==> config.mk <==
export PLATFORM = sky130hd
export DESIGN_NAME = psk_front
export DESIGN_NICKNAME = d
export VERILOG_FILES = /design/src/psk_pkg.sv /design/src/psk_front.sv
export SDC_FILE = /design/constraint.sdc
export NUM_CORES = 1
export LEC_CHECK = 0
export BUFFER_PORTS_ARGS = -buffer_cell sky130_fd_sc_hd__buf_4
export CORE_MARGIN = 10
export CORE_UTILIZATION = 47
export CTS_CLUSTER_SIZE = 14
export DETAILED_ROUTE_END_ITERATION = 7
export PLACE_DENSITY = 0.75
export SKIP_LAST_GASP = 1
export SLEW_MARGIN = 10
export SYNTH_ARGS = -nofsm -noshare
export SYNTH_HDL_FRONTEND = slang
export SYNTH_SLANG_ARGS = --single-unit
==> constraint.sdc <==
create_clock -name clk_i -period 4.8 [get_ports clk_i]
set_input_delay 0.72 -clock clk_i [delete_from_list [all_inputs] [get_ports clk_i]]
set_output_delay 0.72 -clock clk_i [all_outputs]
set_load 0.02 [all_outputs]
==> src/psk_pkg.sv <==
// Shared types and constants for the paired sorted key table.
// No dependencies.
package psk_pkg;
  localparam int unsigned CapacityDefault = 1024;
  localparam int unsigned KeyBitsDefault  = 32;
  localparam int unsigned PosBits         = 10;
  localparam int unsigned PortKeyBits     = 32;

  typedef enum logic [1:0] {
    ACT_INSERT = 2'd0,
    ACT_LOOKUP = 2'd1,
    ACT_CLEAR  = 2'd2,
    ACT_NONE   = 2'd3
  } action_e;

  typedef enum logic [1:0] {
    ST_OK        = 2'd0,
    ST_FULL      = 2'd1,
    ST_NOT_FOUND = 2'd2
  } status_e;

  typedef enum logic [2:0] {
    BK_IDLE,
    BK_SHIFT_RD,
    BK_SHIFT_WR,
    BK_SEARCH_RD,
    BK_SEARCH_CMP,
    BK_FINAL_RD,
    BK_FINAL_CMP,
    BK_EMIT
  } back_state_e;

  // Command handed from front to back.
  typedef struct packed {
    action_e           action;
    logic [PortKeyBits-1:0] left_key;
    logic [PortKeyBits-1:0] right_key;
    logic              query_side;
    logic [PortKeyBits-1:0] query_key;
  } cmd_t;

  typedef struct packed {
    status_e           status;
    logic [PortKeyBits-1:0] linked_key;
    logic [PosBits-1:0] position;
  } rsp_t;
endpackage

==> src/psk_front.sv <==
// Front end: accept items into a two-entry command queue.
// Depends on psk_pkg.
module psk_front import psk_pkg::*; (
  input  logic clk_i,
  input  logic rst_ni,
  input  logic push_i,
  output logic full_o,
  input  cmd_t cmd_i,
  output logic cmd_valid_o,
  input  logic cmd_take_i,
  output cmd_t cmd_o
);
  cmd_t       buf_q [2];
  logic       wp_q, rp_q;
  logic [1:0] cnt_q;
  logic       wr, rd;

  assign full_o      = cnt_q == 2'd2;
  assign cmd_valid_o = cnt_q != 2'd0;
  assign cmd_o       = buf_q[rp_q];
  assign wr = push_i && !full_o;
  assign rd = cmd_take_i && cmd_valid_o;

  always_ff @(posedge clk_i) begin
    if (wr) buf_q[wp_q] <= cmd_i;
  end

  always_ff @(posedge clk_i or negedge rst_ni) begin
    if (!rst_ni) begin
      wp_q <= 1'b0; rp_q <= 1'b0; cnt_q <= 2'd0;
    end else begin
      if (wr) wp_q <= ~wp_q;
      if (rd) rp_q <= ~rp_q;
      cnt_q <= cnt_q + {1'b0, wr} - {1'b0, rd};
    end
  end
endmodule

* Word-level counts from Yosys, hierarchy flattened
Memory sizes are Yosys's and may differ from the RTL's.
Index checks and enable logic that the tools add are counted.
** Word-level totals
- Bits in registers :: 4
- Memory bits (writable) :: 198
- Output and inout port bits :: 101
- Word-level logic and storage cells :: 15
- Memories kept :: 1
** Operators by class
- $add $sub $neg :: 2
- Equality and inequality tests :: 1
- Multiplexer cells :: 2
- Bitwise operators :: 2
- Reduce and logical (&&, ||, !) cells :: 4
** Memory list
- buf_q :: words 2, width 99, read ports 1, clocked after Yosys merged registers in 0, write ports 1, RTL line psk_front.sv:13 : cmd_t buf_q [2];
** Operators with widths (count)
- adder 2 x 1 -> 2 bit :: 1
- == test 2 bit (second input constant) :: 1
- logical AND 1 bit :: 2
- 2-to-1 mux 1 bit :: 2
- NOT 1 bit :: 2
- nonzero test 2 bit :: 1
- subtractor 2 x 1 -> 2 bit :: 1
- zero test 1 bit :: 1

* Longest topological paths before layout
Gate-level depths: netlist of the first run.
- Depth in word-level cells :: 5
- Depth in mapped cells :: 7
- Gate-level depth less buffers :: 7

* Worst setup path before layout of the first run
OpenSTA, ideal clock, no wires.
- Path type :: input -> register
- From :: in push_i
- To :: mem buf_q[0][0] (netlist name), enable pin
- Arrival time :: 4.935 ns
- Data required time :: 4.243 ns
- Setup slack :: -0.692 ns
- Stages :: 2
- Cells stage by stage :: nand2_1 nor2_1
** On the way
- Word-level cells in the longest chain between the ends :: 3
** RTL lines
- start: declaration :: RTL line psk_front.sv:6 : input logic push_i,
- logical AND 1 bit :: RTL line psk_front.sv:21 : assign wr = push_i && !full_o;
- 2-to-1 mux 1 bit :: RTL line psk_front.sv:25 : if (wr) buf_q[wp_q] <= cmd_i;
- 2-to-1 mux 1 bit (implied by the code) :: RTL line psk_front.sv:25
- end: declaration :: RTL line psk_front.sv:13
No other way between the ends.

==> results of run 1 <==
area by class of cell:
type                            count  area [sq um]
Fill cell                        1203          6310
Sequential cell                   202          6050
Multi-Input combinational cell    111          1590
Timing Repair Buffer              209          1580
Clock buffer                       25           541
Tap cell                          220           275
Clock inverter                     12           109
Inverter                            2          7.51
power by group through the flow:
stage	Clock, mW	Sequential (mW)	Combinational, mW
6_report	1.52	2.62	2.42
5_1_grt	1.64	2.66	2.56
4_1_cts	1.57	2.62	2.47
3_5_place_dp	0	2.66	2.46
3_3_place_gp	0	2.63	2.43
2_1_floorplan	0	2.56	1.82
worst max path at each step:
| stage | start | to | slack (ps) | depth (start not counted) |
|---|---|---|---|---|
| floorplan | push_i | buf_q[0][0] | 970 | 2 |
| global placement | rp_q | cmd_o[86] | 2120 | 3 |
| detailed placement | rp_q | cmd_o[79] | 2090 | 3 |
| CTS | rp_q | cmd_o[88] | 1550 | 3 |
| global route | rp_q | cmd_o[88] | 1480 | 3 |
| finish | rp_q | cmd_o[88] | 1590 | 3 |
through the flow:
stage,instances,hold WS [ps]
detailed placement,743,517
CTS,781,397
global route,781,398
floorplan,326,424
finish,781,421
global placement,743,496
state kept, by name, indices dropped and copies added (netlist names):
signal	count
rp_q	1
cnt_q	2
wp_q	1
buf_q	198
critical path, stage by stage (launching register included):
cell and delay, ps:
sky130_fd_sc_hd__dfrtp_4 940, sky130_fd_sc_hd__buf_4 520, sky130_fd_sc_hd__mux2_4 350, sky130_fd_sc_hd__buf_4 160
metal layers:
layer | global-route usage | vias to the layer above | wire [um]
met5 | 0 | - | 0
met4 | 0.0393 | 0 | 360
met3 | 0.0583 | 32 | 1570
met2 | 0.222 | 144 | 7700
met1 | 0.153 | 1812 | 5800
li1 | - | 1733 | -
Yosys cell counts (all sizes together):
master	n
nand2	1
ha	2
or2	1
nand2b	1
xor2	1
and3	1
inv	2
xnor2	3
buf	11
and2	1
mux2	99
edfxtp	198
nor2	1
dfrtp	4
repair_timing:
item / CTS / global route
endpoints found under the hold margin: 3 / 0
buffers inserted: 0 / 0
hold buffers: 1 / 0
kinds of logic (layout without fill, tap and decap cells):
group         after synthesis  after routing
simple gates                6              6
fa+ha+maj                   2              2
flops                     202            202
mux                        99             99
xor+xnor                    4              4
buf+inv                    13            248
==> flow_results.org, run 1 <==
** Die
- I/O Pins :: 204
- For this configuration, the core starts out at a cell density of 0.477.
- Core region area :: 16500 sq um
- Row count :: 47
- The die is 149 um wide.
- Full die area :: 22300 sq um
- Height of the chip :: 149 um

** Yosys
- Yosys warning total :: 0
- By area, the combinational part of the netlist is dominated by multiplexers.
- Counting flops and latches in the post-synthesis netlist gives 202.
- Register area share after synthesis :: 0.771
- Unique cell type count in the Yosys netlist :: 15
- Area contributors post-synth :: sky130_fd_sc_hd__edfxtp_1 76%, sky130_fd_sc_hd__mux2_4 19%, sky130_fd_sc_hd__buf_12 2.6%
- Cell type contributing the most total cell area after synthesis :: sky130_fd_sc_hd__edfxtp_1
- Post-synthesis instance total :: 326
- The compound-cell area share of the yosys netlist is 0.
- Of the total synthesized cell area, the portion taken by full adders, half adders and majority gates is 0.00319.
- Area share of the leading cell type in the synthesized netlist :: 0.758
- Measured against the total synthesized area, the mux share comes to 0.189.
- Synthesized Nets :: 431
- The mapped netlist covers 7850 sq um.
- Of the total synthesized cell area, the portion taken by XOR and XNOR cells is 0.00446.
- Of the total synthesized cell area, the portion taken by AND, OR, NAND and NOR gates is 0.00446.
- Averaged over all synthesized cells, the footprint is 24.1 sq um.

** Timing
- Setup repair after global routing left no endpoint under its margin.
- Setup violations remaining at the end of the flow were counted as 0.
- Slew of the pin with the lowest slew margin :: 1070 ps
- The count of endpoints failing hold in the final timing report came to 0.
- Derived from the worst setup path, the maximum achievable clock frequency is 312 MHz.
- The worst pin sits at a relative slew slack of 0.285.
- After routing, the total negative slack on setup checks comes to 0 ps.
- Clock period minus worst slack :: 3210 ps
- Worst setup skew after layout :: 18.8 ps
- The final number of max-transition violations was 0.
- Dividing the final minimum period by the clock period gives 0.668.
- Minimum setup slack in the final design :: 1590 ps

** Power and ir drop
- Of the total power, the share spent switching nets is 0.308.
- Summed over all nets, the switching power comes to 2.02 mW.
- The internal portion of the total power is 4.53 mW.
- The share of total power dissipated in combinational logic is 0.369.
- LEAKAGE :: 4.08 nW
- Clock network fraction of total power :: 0.232
- Worst-case vdd ir drop :: 0.000573 V
- Of the total power, registers draw 0.399.
- The design draws 6.55 mW.
- Cell Pwr Density :: 645 nW/um^2

** Critical path
- Data arrives at the worst endpoint at 2490 ps.
- Setup crit start kind :: flop
- The worst setup path is captured at an output port.
- Critical path class :: reg -> out
- The worst register-to-register path has a depth of 4.
- Reg2Reg Launch Point :: cnt_q[0]
- R2R Setup Slk :: 2490 ps
- Required time of the worst setup path :: 4080 ps
- Largest fanout on the critical path :: 40
- The worst register-to-register path ends at buf_q[0][85].

** Clock tree
- CTS root buffer :: sky130_fd_sc_hd__clkbuf_16
- H-tree depth reported by CTS :: 1
- Clock latency reported for the late side of the worst-skew pair :: 480 ps
- Number of clock sinks :: 202
- Maximum buffer depth of the clock tree :: 3
- Gates resized, CTS repair :: 0
- Clock tree from TritonCTS :: done
- CTS Buf Count :: 21
- Clk pin slew, worst setup/hold paths :: 60 ps

** Drt
- Routed Wire Length :: 15400 um
- The first detailed-routing pass took 4 iterations.
- Detailed-route via count :: 3721
- After detailed routing, the number of vias per cell comes to 4.76.
- After detailed routing, the average wire length per cell comes to 19.8 um.
- The detailed router finished its first iteration with 231 violations.
- The detail route stage leaves a number of antenna-violating nets equal to 0.
- For this run, design rule violations remaining after detail routing come to 0.

** Final layout
- Final standard cell area without fillers :: 10200 sq um
- The number of antenna diodes in the final layout is 0.
- Leaving out fill and tap cells, the most frequent cells in the layout are 207 x sky130_fd_sc_hd__buf_4, 198 x sky130_fd_sc_hd__edfxtp_1, 99 x sky130_fd_sc_hd__mux2_4.
- Fraction of the core area covered by cells at the end of the flow :: 0.617
- The area growth from synthesis to layout is 29.5%.
- Leading cell type in the layout, fill and taps excluded :: sky130_fd_sc_hd__buf_4
- Share of post-route cells with drive strength above 1 :: 0.608
- Number of nets at the end of the flow :: 652

** Worst hold path
- Worst hold path startpoint :: cmd_i[27]
- Counting instances, the worst hold path has a depth of 1.
- The path class of the tightest hold or removal check is in -> reg.
- Endpoint of the worst hold-timing path :: buf_q[1][27]

** Global route
- Initial antenna violation count :: 0
- For this run, the total global-route usage over all layers was measured as 0.133.
- Entering global routing, the biggest net connects 77 pins.
- The number of global-route vias before repair is 4061.
- First-pass GRT wire length :: 23100 um
- Global-route congestion overflow total :: 0

** Placement
- Timing analysis after detailed placement gives a worst setup slack of 2090 ps.
- Once placement finished, the instance area stood at 9500 sq um.
- HPWL after detailed placement :: 10800 um
- At the end of routability-driven placement, the weighted congestion stood at 0.750.
- In this run the tool buffered the top-level ports with 203 buffer cells.

** Job
- Max-cap violations in this run came to 0.

** Outcome
- The flow ran to the end, and the final reports show no timing, DRC or antenna violations.
Power figures use the tool's default switching activity.
==> run 2: changes to the inputs <==
--- a/config.mk
+++ b/config.mk
@@ -7,10 +7,10 @@
 export LEC_CHECK = 0
 export BUFFER_PORTS_ARGS = -buffer_cell sky130_fd_sc_hd__buf_4
 export CORE_MARGIN = 10
-export CORE_UTILIZATION = 47
+export CORE_UTILIZATION = 50
 export CTS_CLUSTER_SIZE = 14
 export DETAILED_ROUTE_END_ITERATION = 7
-export PLACE_DENSITY = 0.75
+export PLACE_DENSITY = 0.76
 export SKIP_LAST_GASP = 1
 export SLEW_MARGIN = 10
 export SYNTH_ARGS = -nofsm -noshare
==> constraint.sdc (replaced) <==
create_clock -name clk_i -period 3.15 [get_ports clk_i]
set_input_delay 0.4725 -clock clk_i [delete_from_list [all_inputs] [get_ports clk_i]]
set_output_delay 0.4725 -clock clk_i [all_outputs]
set_load 0.02 [all_outputs]
==> flow_results.org, run 2 (synthesis gave the netlist of run 1 again) <==
** Timing
- The final number of max-transition violations came to 0.
- Of the available clock period, the critical path in the final layout requires 0.837.
- Across all setup checks in the final design, the least slack found is 512 ps.
- Achievable clock frequency :: 379 MHz
- The count of endpoints failing hold in the final timing report is 0.
- Clock period minus worst slack :: 2640 ps
- Measured against its own limit, the worst slew margin works out to 0.473.
- Unrepaired setup endpoints after global routing :: no
- Slew of the pin with the lowest slew margin :: 791 ps
- Final setup violation count :: 0
- Setup total negative slack on the finished layout was measured at 0 ps.
- Worst setup skew after layout :: 15.2 ps

** Power and ir drop
- Switching power share of the total :: 0.308
- For this design the total switching power over the nets is 3.05 mW.
- Worst-case vdd ir drop :: 0.000665 V
- The share of total power dissipated in combinational logic is 0.379.
- Clock network fraction of total power :: 0.223
- Summed over all cells, the static leakage comes to 4.08 nW.
- Int Power :: 6.84 mW
- Cell Pwr Density :: 975 nW/um^2
- Of the total power, registers draw 0.397.

** Final layout
- In the layout the commonest cells are 206 x sky130_fd_sc_hd__buf_4, 198 x sky130_fd_sc_hd__edfxtp_1, 99 x sky130_fd_sc_hd__mux2_4.
- In the final design database the tool counted 653 nets.
- More flip-flops sit in one register than any other, and that register is buf_q.
- Area growth from synthesis to final layout :: 29.4%
- Final standard cell area without fillers :: 10100 sq um
- Layout fillers :: 1077
- In the final layout, the share of cells above drive strength 1 is 0.602.
- The largest registers in the layout are buf_q: 198 flops, cnt_q: 2 flops.
- Non-filler instance count after layout :: 772
- Number of inserted diodes :: 0
- Max FFs per register :: 198
- Fraction of the core area covered by cells at the end of the flow :: 0.663
- Leading cell type in the layout, fill and taps excluded :: sky130_fd_sc_hd__buf_4

** Clock tree
- In this run, CTS created clock tree buffers numbering 21.
- Clock tree from TritonCTS :: done
- CTS root buffer :: sky130_fd_sc_hd__clkbuf_16
- Once the clock tree was built, the setup fixing pass inserted 0 buffers.
- At the later pin of the worst-skew pair, clock insertion delay measures 490 ps.
- In this run, post-CTS repair resized a total of 0 instances.
- Clk pin slew, worst setup/hold paths :: 60 ps
- H-tree depth reported by CTS :: 1
- The longest clock path from root to sink contains 3 buffers.
- Number of clock sinks :: 202

** Critical path
- For the worst flop-to-flop path, the logic depth is 4.
- Delay-heaviest family, CP :: flip-flops
- Max stage delay cell, worst path :: sky130_fd_sc_hd__dfrtp_4
- Together, buffers and inverters on the worst path number 2.
- The critical path goes through buf_12 > mux2_4 > buf_4.
- Critical path endpoint category :: output port
- R2R Setup Slk :: 1300 ps
- Critical Path Stages :: 3
- STA puts the critical path data arrival time at 2170 ps.
- Required time of the worst setup path :: 2680 ps
- The endpoint identified for the worst register-to-register timing path is buf_q[0][30].
- Largest fanout on the critical path :: 43
- STA classifies the critical path startpoint as a flop.
- Critical path class :: reg -> out
- The startpoint identified for the worst register-to-register timing path is cnt_q[1].
- Peak per-stage delay on the critical path :: 760 ps

** Die
- Measured along the x axis, the die boundary spans 145 um.
- The initial utilization of the core area, before any placement, comes to 0.512.
- Height of the chip :: 145 um
- After floorplanning, the core was divided into 45 placement rows.
- Core region area :: 15300 sq um
- I/O Pins :: 204
- Full die area :: 21100 sq um

** Drt
- Post-route DRC :: 0
- The first routing iteration left 157 violations.
- Detailed-route via count :: 3698
- Post-detailed-route wirelength per cell :: 19.9 um
- Routed Wire Length :: 15400 um
- Via density :: 4.79
- In this run the remaining antenna-violating nets after routing total 0.
- First-pass iteration count of the detailed router :: 6

** Worst hold path
- In this run the most critical hold path is launched from cmd_i[67].
- Counting instances, the worst hold path has a depth of 1.
- The worst hold path belongs to the class in -> reg.
- For hold timing, the worst endpoint is buf_q[1][67].

** Global route
- The number of global-route vias before repair is 4058.
- Global routing finished with a remaining overflow of 0.
- The number of antenna violations at the first check in global routing is 0.
- Maximum number of pins on one net before global-route repair :: 59
- Overall Global Routing Usage :: 0.138
- The first global-routing pass estimated 23300 um of wire.

** Placement
- After detailed placement, the design holds a cell count of 735.
- Global placement routability congestion :: 0.703
- Port Buffers :: 203
- After detailed placement, the total cell area comes to 9520 sq um.
- The wire-length estimate of the detail-placed layout is 10800 um.
- Timing analysis after detailed placement gives a worst setup slack of 999 ps.

** Job
- Number of max-cap violations :: 0

** Outcome
- Status :: finished, final reports clean
[run 2: cell count changes in the layout (fill, tap and decap cells not counted)]
cell,change
sky130_fd_sc_hd__buf_12,+2
sky130_fd_sc_hd__buf_4,-1
sky130_fd_sc_hd__bufinv_16,-2
sky130_fd_sc_hd__clkbuf_1,+3
sky130_fd_sc_hd__clkbuf_8,+3
sky130_fd_sc_hd__clkinv_2,-5
sky130_fd_sc_hd__clkinvlp_4,-1
sky130_fd_sc_hd__inv_6,+1
[run 2: worst max-delay path by stage]
stage,slack (ps),from,endpoint
after detailed placement,1000,rp_q,cmd_o[88]
final,510,rp_q,cmd_o[20]
after CTS,480,rp_q,cmd_o[88]
after floorplan,650,cnt_q[1],buf_q[0][0]
after global routing,440,rp_q,cmd_o[88]
after global placement,1010,rp_q,cmd_o[82]
[run 2: final cells by class]
| class | instances | area (sq um) | area share |
|---|---|---|---|
| clock buffer | 31 | 593 | 0.0584 |
| clock inverter | 5 | 25.0 | 0.00247 |
| inverter | 2 | 7.51 | 0.000740 |
| multi-input combinational | 111 | 1590 | 0.157 |
| sequential | 202 | 6050 | 0.596 |
| tap | 211 | 264 | 0.0260 |
| timing repair buffer | 210 | 1620 | 0.159 |
[run 2: stage by stage]
| stage | total power [mW] | hold slack, ps |
|---|---|---|
| 3_5_place_dp | 7.81 | 277 |
| 5_1_grt | 10.3 | 143 |
| 3_3_place_gp | 7.75 | 277 |
| 2_1_floorplan | 6.63 | 177 |
| 6_report | 9.89 | 167 |
| 4_1_cts | 10.0 | 148 |
[run 2: timing repair]
item / CTS / global route
hold endpoints to repair: 4 / 0
hold buffers: 1 / 0
setup endpoints to repair: 0 / 0
[run 2: power by group through the flow]
stage | combinational [mW] | sequential, mW | clock (mW)
floorplan | 2.77 | 3.86 | 0
global placement | 3.79 | 3.96 | 0
detailed placement | 3.82 | 3.99 | 0
CTS | 3.83 | 3.94 | 2.27
global route | 3.96 | 3.99 | 2.40
finish | 3.75 | 3.93 | 2.21
[run 2: layer usage]
metal | vias up | share of wire | track usage | wire length, um
met1 | 1805 | 0.39 | 0.159 | 6030
met5 | - | 0 | 0 | 0
met3 | 23 | 0.085 | 0.0581 | 1300
li1 | 1735 | - | - | -
met4 | 0 | 0.015 | 0.0339 | 236
met2 | 135 | 0.51 | 0.235 | 7810
==> run 3: changes to the inputs <==
--- a/config.mk
+++ b/config.mk
@@ -7,10 +7,10 @@
 export LEC_CHECK = 0
 export BUFFER_PORTS_ARGS = -buffer_cell sky130_fd_sc_hd__buf_4
 export CORE_MARGIN = 10
-export CORE_UTILIZATION = 50
+export CORE_UTILIZATION = 47
 export CTS_CLUSTER_SIZE = 14
 export DETAILED_ROUTE_END_ITERATION = 7
-export PLACE_DENSITY = 0.76
+export PLACE_DENSITY = 0.75
 export SKIP_LAST_GASP = 1
 export SLEW_MARGIN = 10
 export SYNTH_ARGS = -nofsm -noshare
==> constraint.sdc (replaced) <==
create_clock -name clk_i -period 2.4 [get_ports clk_i]
set_input_delay 0.36 -clock clk_i [delete_from_list [all_inputs] [get_ports clk_i]]
set_output_delay 0.36 -clock clk_i [all_outputs]
set_load 0.02 [all_outputs]
==> flow_results.org, run 3 (synthesis gave the netlist of run 1 again) <==
** Clock tree
- Buffers inserted to repair hold after CTS numbered 1.
- Maximum buffer depth of the clock tree :: 3
- CTS Buf Count :: 21
- Clock-pin slew was measured on the worst setup and hold paths at 60 ps.
- Clock tree synthesis found a total of 202 sinks.
- H-tree depth reported by CTS :: 1
- TritonCTS built the clock tree.
- Post-CTS timing repair inserted 0 buffers for setup.
- CTS root buffer :: sky130_fd_sc_hd__clkbuf_16
- After clock tree synthesis, the repair step resized 0 gates.
- Clock latency reported for the late side of the worst-skew pair :: 480 ps

** Power and ir drop
- The worst-case IR drop observed on VDD is 0.000940 V.
- Cell Pwr Density :: 1280 nW/um^2
- LEAKAGE :: 4.08 nW

** Global route
- Entering global routing, the biggest net connects 71 pins.
- After global routing the overflow that remains totals 0.
- Number of global-route vias before repair :: 4141
- Initial antenna violation count :: 0
- First-pass GRT wire length :: 23000 um
- For this run, the total global-route usage over all layers was measured as 0.132.

** Timing
- Based on the critical path, the design can be clocked at up to 437 MHz.
- Count of pins over their slew limit :: 0
- Setup slack closes at 110 ps.
- Setup repair after global routing left no endpoint under its margin.
- Setup violations remaining at the end of the flow were counted as 0.
- On the final layout, the worst clock skew is 7.94 ps.
- Final hold violation count :: 0
- Final worst-path cycle share :: 0.954
- At the pin with the least slew margin, the transition time is 575 ps.
- Counting I/O delays and the setup requirement, the final critical path takes 2290 ps.
- Max-Slew Margin vs Limit :: 0.617

** Worst hold path
- Worst Hold Path Cells :: 1
- The worst hold path begins at cmd_i[66].
- Endpoint of the worst hold-timing path :: buf_q[1][66]
- The path class of the tightest hold or removal check is in -> reg.

** Final layout
- buf_q holds more flip-flops than any other register.
- Compared with the post-synthesis result, the final layout area differs by 29.7%.
- Leading cell type in the layout, fill and taps excluded :: sky130_fd_sc_hd__buf_4
- In the layout the commonest cells are 204 x sky130_fd_sc_hd__buf_4, 198 x sky130_fd_sc_hd__edfxtp_1, 99 x sky130_fd_sc_hd__mux2_4.
- Number of nets at the end of the flow :: 653
- Number of inserted diodes :: 0
- In the final layout, the registers with the most flip-flops are buf_q: 198 flops, cnt_q: 2 flops.
- The register with the most flip-flops in the layout has 198 of them.
- Share of post-route cells with drive strength above 1 :: 0.601
- Final standard cell area without fillers :: 10200 sq um

** Critical path
- For the worst setup path, the data arrival time is 1930 ps.
- Setup crit start kind :: flop
- Critical path endpoint category :: output port
- Number of cells traversed by the worst register-to-register path :: 4
- Largest fanout on the critical path :: 70
- In this run the critical register-to-register path is launched from cnt_q[1].
- RR Endpoint :: buf_q[0][69]
- Critical path class :: reg -> out
- The worst register-to-register path has a setup slack of 670 ps.
- Required time of the worst setup path :: 2040 ps

** Drt
- Initial DRC count :: 143
- The first TritonRoute pass finished after 4 iterations.
- For this run, design rule violations remaining after detail routing come to 0.
- Detailed-route via count :: 3737
- Routed Wire Length :: 15400 um
- Post-detailed-route wirelength per cell :: 19.7 um
- In this run the remaining antenna-violating nets after routing total 0.
- Using the TritonRoute via totals, the vias-per-cell ratio works out to 4.78.

** Die
- Full die area :: 22300 sq um
- Measured along the y axis, the die boundary spans 149 um.
- I/O Pins :: 204
- Width of the die :: 149 um
- Effective utilization at floorplan :: 0.477
- Core region area :: 16500 sq um
- Row count :: 47

** Placement
- HPWL after detailed placement :: 10900 um
- Instance area after placement :: 9560 sq um
- Setup WS pre-CTS :: 609 ps
- Port buffering added 203 buffers.
- Global placement routability congestion :: 0.757

** Job
- Number of max-cap violations :: 0

** Outcome
- Status :: finished, final reports clean
-- run 3: cell type report --
cell class / count / area (sq um)
fill: 1190 / 6290
sequential: 202 / 6050
timing repair buffer: 210 / 1640
multi-input combinational: 111 / 1600
clock buffer: 28 / 572
tap: 220 / 275
clock inverter: 8 / 31.3
inverter: 2 / 7.51
-- run 3: per-stage QoR --
step	hold slack (ps)	utilization	total power, mW	TNS, ps	instances
after floorplan	64.4	-	8.71	-8490	326
after global placement	161	0.581	10.2	0	744
after detailed placement	163	0.581	10.3	0	744
after CTS	39.0	0.618	13.2	0	781
after global routing	43.4	0.618	13.6	0	781
final	64.2	0.618	13.0	0	781
-- run 3: metal layers --
layer / global-route usage / part of all wire
met5: 0 / 0
met4: 0.0324 / 0.013
met3: 0.0552 / 0.099
met2: 0.229 / 0.51
met1: 0.147 / 0.38
-- run 3: worst max-delay path by stage --
stage / start / end / slack, ps
floorplan: cnt_q[1] / buf_q[0][0] / -90
global placement: rp_q / cmd_o[52] / 640
detailed placement: rp_q / cmd_o[35] / 610
CTS: rp_q / cmd_o[35] / 90
global route: rp_q / cmd_o[35] / 40
finish: rp_q / cmd_o[57] / 110
-- run 3: power by group --
part           internal, mW  switching (mW)
sequential             4.83           0.210
combinational          2.48            2.62
clock                  1.65            1.19
-- run 3: worst max-delay path: stages (launching register included) --
cell	delay (ps)
sky130_fd_sc_hd__dfrtp_4	420
sky130_fd_sc_hd__buf_12	420
sky130_fd_sc_hd__mux2_4	360
sky130_fd_sc_hd__buf_4	160
